==> src/rtl/core/rspenc_pkg.sv <==
package rspenc_pkg;

   localparam int MAX_PARITY   = 32;
   localparam int RESET_LENGTH = 10;
   localparam int CSR_W        = 6;
   localparam logic [8:0] FIELD_POLY = 9'h11D;

   typedef struct packed {
      logic rem_step;
      logic rem_clear;
      logic gen_clear;
      logic gen_step;
      logic out_load;
      logic out_shift;
   } ctrl_type;

   function automatic logic [7:0] gf_xtime(input logic [7:0] a);
      gf_xtime = {a[6:0], 1'b0} ^ (a[7] ? FIELD_POLY[7:0] : 8'h00);
   endfunction

   function automatic logic [7:0] gf_mul(input logic [7:0] a, input logic [7:0] b);
      logic [7:0] acc;
      logic [7:0] sh;
      acc = 8'h00;
      sh  = a;
      for (int k = 0; k < 8; k++) begin
         if (b[k]) begin
            acc = acc ^ sh;
         end
         sh = gf_xtime(sh);
      end
      gf_mul = acc;
   endfunction

endpackage

==> src/rtl/core/rspenc_req_if.sv <==
interface rspenc_req_if;
   logic       valid;
   logic       ready;
   logic [7:0] message_byte;
   logic       message_end;

   modport source (output valid, output message_byte, output message_end, input ready);
   modport sink (input valid, input message_byte, input message_end, output ready);
endinterface

==> src/rtl/core/rspenc_rsp_if.sv <==
interface rspenc_rsp_if;
   logic       valid;
   logic       ready;
   logic [7:0] parity_byte;
   logic       parity_last;

   modport source (output valid, output parity_byte, output parity_last, input ready);
   modport sink (input valid, input parity_byte, input parity_last, output ready);
endinterface

==> src/rtl/core/rspenc_csr_if.sv <==
interface rspenc_csr_if;
   logic                          valid;
   logic                          ready;
   logic [rspenc_pkg::CSR_W-1:0]  data;

   modport source (output valid, output data, input ready);
   modport sink (input valid, input data, output ready);
endinterface

==> src/rtl/core/rspenc_cell.sv <==
module rspenc_cell (
   input  logic                 clock,
   input  logic                 reset,
   input  rspenc_pkg::ctrl_type ctrl,
   input  logic [7:0]           factor,
   input  logic [7:0]           root,
   input  logic [7:0]           rem_next,
   input  logic [7:0]           gen_prev,
   input  logic [7:0]           out_next,
   output logic [7:0]           rem,
   output logic [7:0]           gen,
   output logic [7:0]           out
);

   logic [7:0] rem_ff, rem_in;
   logic [7:0] gen_ff, gen_in;
   logic [7:0] out_ff, out_in;
   logic [7:0] mul_a, mul_b, prod, rem_update;

   // one multiplier per cell, shared by generator build and message update
   assign mul_a      = ctrl.gen_step ? gen_prev : gen_ff;
   assign mul_b      = ctrl.gen_step ? root : factor;
   assign prod       = rspenc_pkg::gf_mul(mul_a, mul_b);
   assign rem_update = rem_next ^ prod;

   always_comb begin
      rem_in = rem_ff;
      if (ctrl.rem_clear) begin
         rem_in = 8'h00;
      end else if (ctrl.rem_step) begin
         rem_in = rem_update;
      end
   end

   always_comb begin
      gen_in = gen_ff;
      if (ctrl.gen_clear) begin
         gen_in = 8'h00;
      end else if (ctrl.gen_step) begin
         gen_in = gen_ff ^ prod;
      end
   end

   always_comb begin
      out_in = out_ff;
      if (ctrl.out_load) begin
         out_in = rem_update;
      end else if (ctrl.out_shift) begin
         out_in = out_next;
      end
   end

   always_ff @(posedge clock) begin
      if (reset) begin
         rem_ff <= 8'h00;
         gen_ff <= 8'h00;
      end else begin
         rem_ff <= rem_in;
         gen_ff <= gen_in;
      end
   end

   always_ff @(posedge clock) begin
      out_ff <= out_in;
   end

   assign rem = rem_ff;
   assign gen = gen_ff;
   assign out = out_ff;

endmodule

==> src/rtl/core/reed_solomon_parity_encoder_unit.sv <==
// parity bytes start in the cycle after the request marked last is accepted, if the length is nonzero
// throughput: one message byte per cycle outside a rebuild; parity bytes leave while
//    the next message streams in; a request marked last also waits on pending parity
// a length write (and reset) rebuilds the generator, one root per cycle, with requests
//    held off meanwhile
// synchronous active-high reset: length ten, remainder zero, output empty
module reed_solomon_parity_encoder_unit #(
   parameter int MAX_PARITY = rspenc_pkg::MAX_PARITY
) (
   input  logic         clock,
   input  logic         reset,
   rspenc_req_if.sink   req,
   rspenc_rsp_if.source rsp,
   rspenc_csr_if.sink   csr
);

   localparam int LEN_W = $clog2(MAX_PARITY + 1);
   localparam int RESET_LEN =
      (rspenc_pkg::RESET_LENGTH > MAX_PARITY) ? MAX_PARITY : rspenc_pkg::RESET_LENGTH;

   logic [LEN_W-1:0] len_ff, len_in;
   logic [LEN_W-1:0] build_cnt_ff, build_cnt_in;
   logic [LEN_W-1:0] out_cnt_ff, out_cnt_in;
   logic [7:0]       root_ff, root_in;
   logic [LEN_W-1:0] len_sat;

   logic             gen_busy, out_free, req_take, rsp_take, csr_take, load;
   logic [7:0]       factor;
   rspenc_pkg::ctrl_type ctrl;

   logic [7:0] rem_w [0:MAX_PARITY];
   logic [7:0] gen_w [0:MAX_PARITY];
   logic [7:0] out_w [0:MAX_PARITY];

   assign len_sat = (int'(csr.data) > MAX_PARITY) ? LEN_W'(MAX_PARITY) : LEN_W'(csr.data);

   assign gen_busy = build_cnt_ff != '0;
   assign rsp_take = rsp.valid && rsp.ready;
   assign out_free = (out_cnt_ff == '0) || ((out_cnt_ff == LEN_W'(1)) && rsp_take);
   assign csr_take = csr.valid && csr.ready;
   assign req_take = req.valid && req.ready;
   assign load     = req_take && req.message_end && (len_ff != '0);

   assign csr.ready = 1'b1;
   assign req.ready = !gen_busy && (!req.message_end || out_free);

   always_comb begin
      ctrl.rem_step  = req_take;
      ctrl.rem_clear = csr_take || (req_take && req.message_end);
      ctrl.gen_clear = csr_take;
      ctrl.gen_step  = gen_busy && !csr_take;
      ctrl.out_load  = load;
      ctrl.out_shift = rsp_take;
   end

   assign factor = req.message_byte ^ rem_w[0];

   always_comb begin
      len_in       = len_ff;
      build_cnt_in = build_cnt_ff;
      root_in      = root_ff;
      if (csr_take) begin
         len_in       = len_sat;
         build_cnt_in = len_sat;
         root_in      = 8'h01;
      end else if (gen_busy) begin
         build_cnt_in = build_cnt_ff - LEN_W'(1);
         root_in      = rspenc_pkg::gf_xtime(root_ff);
      end
   end

   always_comb begin
      out_cnt_in = out_cnt_ff;
      if (load) begin
         out_cnt_in = len_ff;
      end else if (rsp_take) begin
         out_cnt_in = out_cnt_ff - LEN_W'(1);
      end
   end

   always_ff @(posedge clock) begin
      if (reset) begin
         len_ff       <= LEN_W'(RESET_LEN);
         build_cnt_ff <= LEN_W'(RESET_LEN);
         root_ff      <= 8'h01;
         out_cnt_ff   <= '0;
      end else begin
         len_ff       <= len_in;
         build_cnt_ff <= build_cnt_in;
         root_ff      <= root_in;
         out_cnt_ff   <= out_cnt_in;
      end
   end

   // leading generator coefficient is one; nothing shifts in past the last cell
   assign gen_w[0]          = 8'h01;
   assign rem_w[MAX_PARITY] = 8'h00;
   assign out_w[MAX_PARITY] = 8'h00;

   for (genvar k = 0; k < MAX_PARITY; k++) begin : g_cell
      rspenc_cell u_cell (
         .clock    (clock),
         .reset    (reset),
         .ctrl     (ctrl),
         .factor   (factor),
         .root     (root_ff),
         .rem_next (rem_w[k+1]),
         .gen_prev (gen_w[k]),
         .out_next (out_w[k+1]),
         .rem      (rem_w[k]),
         .gen      (gen_w[k+1]),
         .out      (out_w[k])
      );
   end

   assign rsp.valid       = out_cnt_ff != '0;
   assign rsp.parity_byte = out_w[0];
   assign rsp.parity_last = out_cnt_ff == LEN_W'(1);

`ifndef NO_ASSERTIONS
   a_load_shows: assert property (@(posedge clock) disable iff (reset)
      load |=> rsp.valid)
      else $error("parity not presented after final message byte");

   a_last_drains: assert property (@(posedge clock) disable iff (reset)
      (rsp_take && rsp.parity_last && !load) |=> !rsp.valid)
      else $error("parity output continues past final byte");

   a_out_bound: assert property (@(posedge clock) disable iff (reset)
      int'(out_cnt_ff) <= MAX_PARITY)
      else $error("parity count beyond maximum");

   a_build_bound: assert property (@(posedge clock) disable iff (reset)
      int'(build_cnt_ff) <= MAX_PARITY)
      else $error("generator build count beyond maximum");
`endif

endmodule
==> src/flat_wrapper.sv <==
// flat-port wrapper written by rule: the top's interface ports become plain ports
module reed_solomon_parity_encoder_unit_flat 
#(
   parameter int MAX_PARITY = rspenc_pkg::MAX_PARITY
)
  (clock, reset, req_valid, req_message_byte, req_message_end, req_ready, rsp_valid, rsp_parity_byte, rsp_parity_last, rsp_ready, csr_valid, csr_data, csr_ready);
  rspenc_req_if req_i ();
  rspenc_rsp_if rsp_i ();
  rspenc_csr_if csr_i ();
  input  logic clock;
  input  logic reset;
  input wire logic [$bits(req_i.valid)-1:0] req_valid;
  input wire logic [$bits(req_i.message_byte)-1:0] req_message_byte;
  input wire logic [$bits(req_i.message_end)-1:0] req_message_end;
  output wire logic [$bits(req_i.ready)-1:0] req_ready;
  output wire logic [$bits(rsp_i.valid)-1:0] rsp_valid;
  output wire logic [$bits(rsp_i.parity_byte)-1:0] rsp_parity_byte;
  output wire logic [$bits(rsp_i.parity_last)-1:0] rsp_parity_last;
  input wire logic [$bits(rsp_i.ready)-1:0] rsp_ready;
  input wire logic [$bits(csr_i.valid)-1:0] csr_valid;
  input wire logic [$bits(csr_i.data)-1:0] csr_data;
  output wire logic [$bits(csr_i.ready)-1:0] csr_ready;
  assign req_i.valid = req_valid;
  assign req_i.message_byte = req_message_byte;
  assign req_i.message_end = req_message_end;
  assign req_ready = req_i.ready;
  assign rsp_valid = rsp_i.valid;
  assign rsp_parity_byte = rsp_i.parity_byte;
  assign rsp_parity_last = rsp_i.parity_last;
  assign rsp_i.ready = rsp_ready;
  assign csr_i.valid = csr_valid;
  assign csr_i.data = csr_data;
  assign csr_ready = csr_i.ready;
  reed_solomon_parity_encoder_unit #(.MAX_PARITY(MAX_PARITY)) u_core (.clock(clock), .reset(reset), .req(req_i), .rsp(rsp_i), .csr(csr_i));
endmodule
==> config.mk <==
export PLATFORM = sky130hd
export DESIGN_NAME = reed_solomon_parity_encoder_unit_flat
export DESIGN_NICKNAME = d
export VERILOG_FILES = /design/src/rtl/core/rspenc_pkg.sv /design/src/rtl/core/rspenc_req_if.sv /design/src/rtl/core/rspenc_rsp_if.sv /design/src/rtl/core/rspenc_csr_if.sv /design/src/rtl/core/rspenc_cell.sv /design/src/rtl/core/reed_solomon_parity_encoder_unit.sv /design/src/flat_wrapper.sv
export SDC_FILE = /design/constraint.sdc
export NUM_CORES = 2
export LEC_CHECK = 0
export BUFFER_PORTS_ARGS = -buffer_cell sky130_fd_sc_hd__buf_2
export CAP_MARGIN = 0
export CELL_PAD_IN_SITES_DETAIL_PLACEMENT = 0
export CELL_PAD_IN_SITES_GLOBAL_PLACEMENT = 1
export CORE_UTILIZATION = 25
export DETAILED_ROUTE_END_ITERATION = 8
export PLACE_DENSITY_LB_ADDON = 0.1
export SYNTH_ARGS = -nofsm -noshare
export SYNTH_HDL_FRONTEND = slang
export SYNTH_SLANG_ARGS = --single-unit
export TNS_END_PERCENT = 1
==> constraint.sdc <==
create_clock -name clock -period 8.8 [get_ports clock]
set_clock_uncertainty 0.2 [all_clocks]
set_input_delay 0.44 -clock clock [delete_from_list [all_inputs] [get_ports clock]]
set_output_delay 0.44 -clock clock [all_outputs]
set_load 0.01 [all_outputs]
==> flow_metrics.py <==
metrics = {
    "setup_path": {
        "end_kind": "flip-flop",
        "start_kind": "flip-flop",
        "critPathMaxStageDelay_ps": 1010,
        "slowest_stage": "nor2_1",
        "cp.arrival_ps": 6510,
        "worstSetupPathType": "flip-flop to flip-flop",
        "cp_max_fo": 99,
        "r2r-start": "u_core.build_cnt_ff[0]",
        "cp.required_ps": 9210,
        "startpoint": "u_core.build_cnt_ff[0]",
        "crit_path_cell_trace": "inv_1 -> ha_1 -> or3b_1 -> buf_4 -> o21ai_4 -> buf_12 -> mux2i_4 -> buf_12 -> nor2_1 -> a21oi_1 -> o22ai_1 -> xnor2_1 -> xnor2_1 -> o21ai_0",
    },
    "grt": {
        "grt_use_total": 0.262,
        "grt_pass1_vias": 76098,
        "grt_max_degree": 193,
        "overflow": 0,
        "grt_pass1_wl_um": 628000,
        "antenna_found_initial": 39,
    },
    "route": {
        "viasPerCell": 5.21,
        "vias": 77554,
        "finalWirelength_um": 451000,
        "first_pass_iters": 6,
        "route.detailed.drc": 0,
        "antenna_left": 0,
        "wl_per_cell_um": 30.3,
        "drt-initial-drc-count": 7010,
    },
    "clock_tree": {
        "cts_buffer_depth": 4,
        "htree_levels": 3,
        "cts-root-buf": "clkbuf_16",
        "insertion_delay_ps": 910,
        "cts_tree": "yes",
        "clkSinkCount": 794,
        "postCtsSetupRepairBufs": 0,
        "cts_hold_buf": 17,
        "clk_pin_slew_worst_paths_ps": 60,
        "cts-resized-gates": 0,
        "numCtsBuffers": 115,
    },
    "logic_synthesis": {
        "synthArstFlopShare": 0,
        "synth_area_um2": 83000,
        "ys.flop_type": "dfxtp_1",
        "ys_seq_area_frac": 0.222,
        "synthMuxAreaShare": 0.0599,
        "yosys_warnings": 0,
        "synth-adder-area-share": 0.000452,
        "synthesis.instances": 10971,
        "yosys.area.top_type": "xnor2_1",
        "synthSimpleGateAreaFrac": 0.176,
        "synth_compound_area_frac": 0.142,
        "synthDistinctLibCells": 83,
        "synth-edff-count": 256,
        "ys_seq_elements": 794,
        "synthTopCellsByArea": "xnor2_1, dfxtp_1, xor2_1, edfxtp_1, nand2_1",
        "synth_top_family_by_area": "XOR/XNOR gates",
        "synth_top_area_frac": 0.207,
        "syn_nets": 10994,
        "syn_area_per_cell_um2": 7.57,
        "synth_xor_area_frac": 0.341,
    },
    "die": {
        "initial_core_util": 0.251,
        "die_width_um": 578,
        "rows": 211,
        "ios": 32,
        "die_h_um": 578,
        "coreArea_um2": 331000,
        "die-area_um2": 334000,
    },
    "pwr": {
        "power_density_nw_per_um2": 251,
        "power_mw": 23.0,
        "vdd_ir_drop_max_mv": 0.172,
        "leakage_nw": 31.6,
    },
    "final_layout": {
        "fill_cells": 35901,
        "areaGrowthSynthToFinish_pct": 10.1,
        "fin_nets": 10429,
        "multiInputGateArea_um2": 60300,
        "register_area_um2": 18500,
        "layout-drive-gt1-share": 0.0635,
    },
    "timing": {
        "min_period_ps": 6100,
        "post-route-period-util": 0.693,
        "fmax_mhz": 164,
        "worstMarginPinSlew_ps": 1410,
        "slew_headroom": 0.0504,
        "fin_tns_setup_ps": 0,
        "setup_ws_ps": 2700,
        "rsz0062_at_grt": "no",
        "worst_hold_slack_ps": 139,
        "setup-violations-final": 0,
        "hold_viol_final": 0,
        "maxSlewViolCount": 0,
    },
    "placed_design": {
        "finalWeightedCongestion": 0.857,
        "place_worst_setup_slack_ps": 2920,
        "dp.final_hpwl_um": 293000,
        "port_buffers": 30,
    },
    "hold_path": {
        "min_path_type": "input pin to flip-flop",
        "hp-start": "req_valid",
    },
    "run": {
        "drv_cap": 0,
    },
    "outcome": {
        "outcome": "finished, final reports clean",
    },
}
-- layout by cell type, fill, tap and decap left out, types with 15 or more instances in the layout --
master / synthesis / layout
buf_12: 0 / 39
mux2_2: 39 / 38
o211ai_1: 41 / 41
o21ai_0: 767 / 767
xnor3_1: 79 / 79
a211oi_1: 85 / 82
nor2_1: 1054 / 1041
inv_1: 21 / 21
o21ai_1: 64 / 64
edfxtp_1: 256 / 256
a22oi_1: 172 / 172
xor3_1: 15 / 15
dlygate4sd3_1: 0 / 17
clkbuf_1: 693 / 28
nand2_1: 1845 / 1841
a31oi_1: 290 / 290
xnor2_1: 1959 / 1952
dfxtp_1: 538 / 530
and3_1: 277 / 277
xor2_1: 1028 / 1019
o22ai_1: 67 / 67
or3_1: 138 / 138
nor3_1: 51 / 51
buf_2: 104 / 30
clkbuf_16: 0 / 117
mux2i_1: 448 / 435
a21oi_1: 375 / 373
buf_4: 51 / 284
a32oi_1: 32 / 32
nand3_1: 82 / 80
nor2b_1: 29 / 29
-- critical path, delay by kind of cell, from the launching register on --
family / cells / cell delay, ps
buffers and inverters: 4 / 1180
adder cells (fa/ha/maj): 1 / 220
AND/OR/NAND/NOR: 2 / 1360
XOR/XNOR: 2 / 500
AO/OA/AOI/OAI: 4 / 1710
flip-flops: 1 / 320
multiplexers: 1 / 160
-- registers in the layout, summed over array words and instances (netlist names) --
name	cells
u_core.g_cell.u_cell.gen	256
u_core.g_cell.u_cell.out	256
u_core.g_cell.u_cell.rem	256
u_core.root_ff	8
u_core.build_cnt_ff	6
u_core.len_ff	6
u_core.out_cnt_ff	6
-- Yosys cell counts, drive strengths merged (5+ instances only) --
| cell type | n |
|---|---|
| o22ai | 68 |
| xor3 | 15 |
| a31oi | 290 |
| nand2 | 1846 |
| inv | 21 |
| nor2b | 29 |
| mux2i | 451 |
| a2bb2oi | 5 |
| or3 | 138 |
| a32oi | 32 |
| o21ai | 832 |
| a21oi | 376 |
| or2 | 6 |
| nor3 | 52 |
| buf | 358 |
| clkbuf | 694 |
| nand3 | 83 |
| and2 | 9 |
| xnor3 | 79 |
| edfxtp | 256 |
| o21a | 7 |
| a31o | 7 |
| xnor2 | 1960 |
| nor2 | 1056 |
| o32ai | 9 |
| a311oi | 5 |
| xor2 | 1028 |
| nand2b | 6 |
| and3 | 277 |
| nor3b | 6 |
| o211ai | 41 |
| mux2 | 40 |
| o31ai | 15 |
| a211oi | 89 |
| o31a | 5 |
| a221oi | 12 |
| dfxtp | 538 |
| a22oi | 174 |
-- report_power, final --
| part | internal [mW] | switching [mW] | total (mW) |
|---|---|---|---|
| sequential | 4.69 | 0.610 | 5.30 |
| clock | 2.86 | 2.11 | 4.97 |
| combinational | 4.50 | 8.22 | 12.7 |
| total | 12.1 | 10.9 | 23.0 |
-- routing by layer --
metal	vias to the layer above	global-route usage	part of all wire
met5	-	0	0.00015
met4	10	0.0806	0.033
met3	542	0.0260	0.050
met2	2450	0.439	0.47
met1	39158	0.354	0.45
li1	35394	-	-
-- cells by family (layout without fill, tap and decap cells) --
logic type	Yosys count	in the layout
muxes	491	491
and+or+nand+nor	3517	3517
xor gates and xnor gates	3082	3082
buffers and inverters	1075	605
AOI/OAI and AO/OA	2008	2008
DFF	794	794
adders and majority gates	3	3
other	1	14
-- metrics by stage --
step                      utilization  instances  area, um2
after floorplan                     -      10971      83000
after global placement          0.264      14638      87400
after detailed placement        0.264      14638      87400
after CTS                       0.277      14867      91400
after global routing            0.277      14869      91400
final                           0.277      14880      91500
-- worst paths after layout --
kind	endpoint	slack, ps	cells after the start
hold / removal	u_core.g_cell[8].u_cell.rem[7]	140	5
setup reg to reg	u_core.g_cell[17].u_cell.out[0]	2700	14
hold reg to reg	u_core.g_cell[24].u_cell.rem[2]	260	2
setup / recovery	u_core.g_cell[17].u_cell.out[0]	2700	14
-- cell type report --
| class | instances | area share |
|---|---|---|
| tap | 4366 | 0.0597 |
| timing repair buffer | 370 | 0.0353 |
| antenna | 13 | 0.000356 |
| clock inverter | 56 | 0.00711 |
| sequential | 794 | 0.202 |
| inverter | 23 | 0.000944 |
| multi-input combinational | 9102 | 0.660 |
| clock buffer | 156 | 0.0348 |
Note: power is estimated with default switching activity, not from simulation.
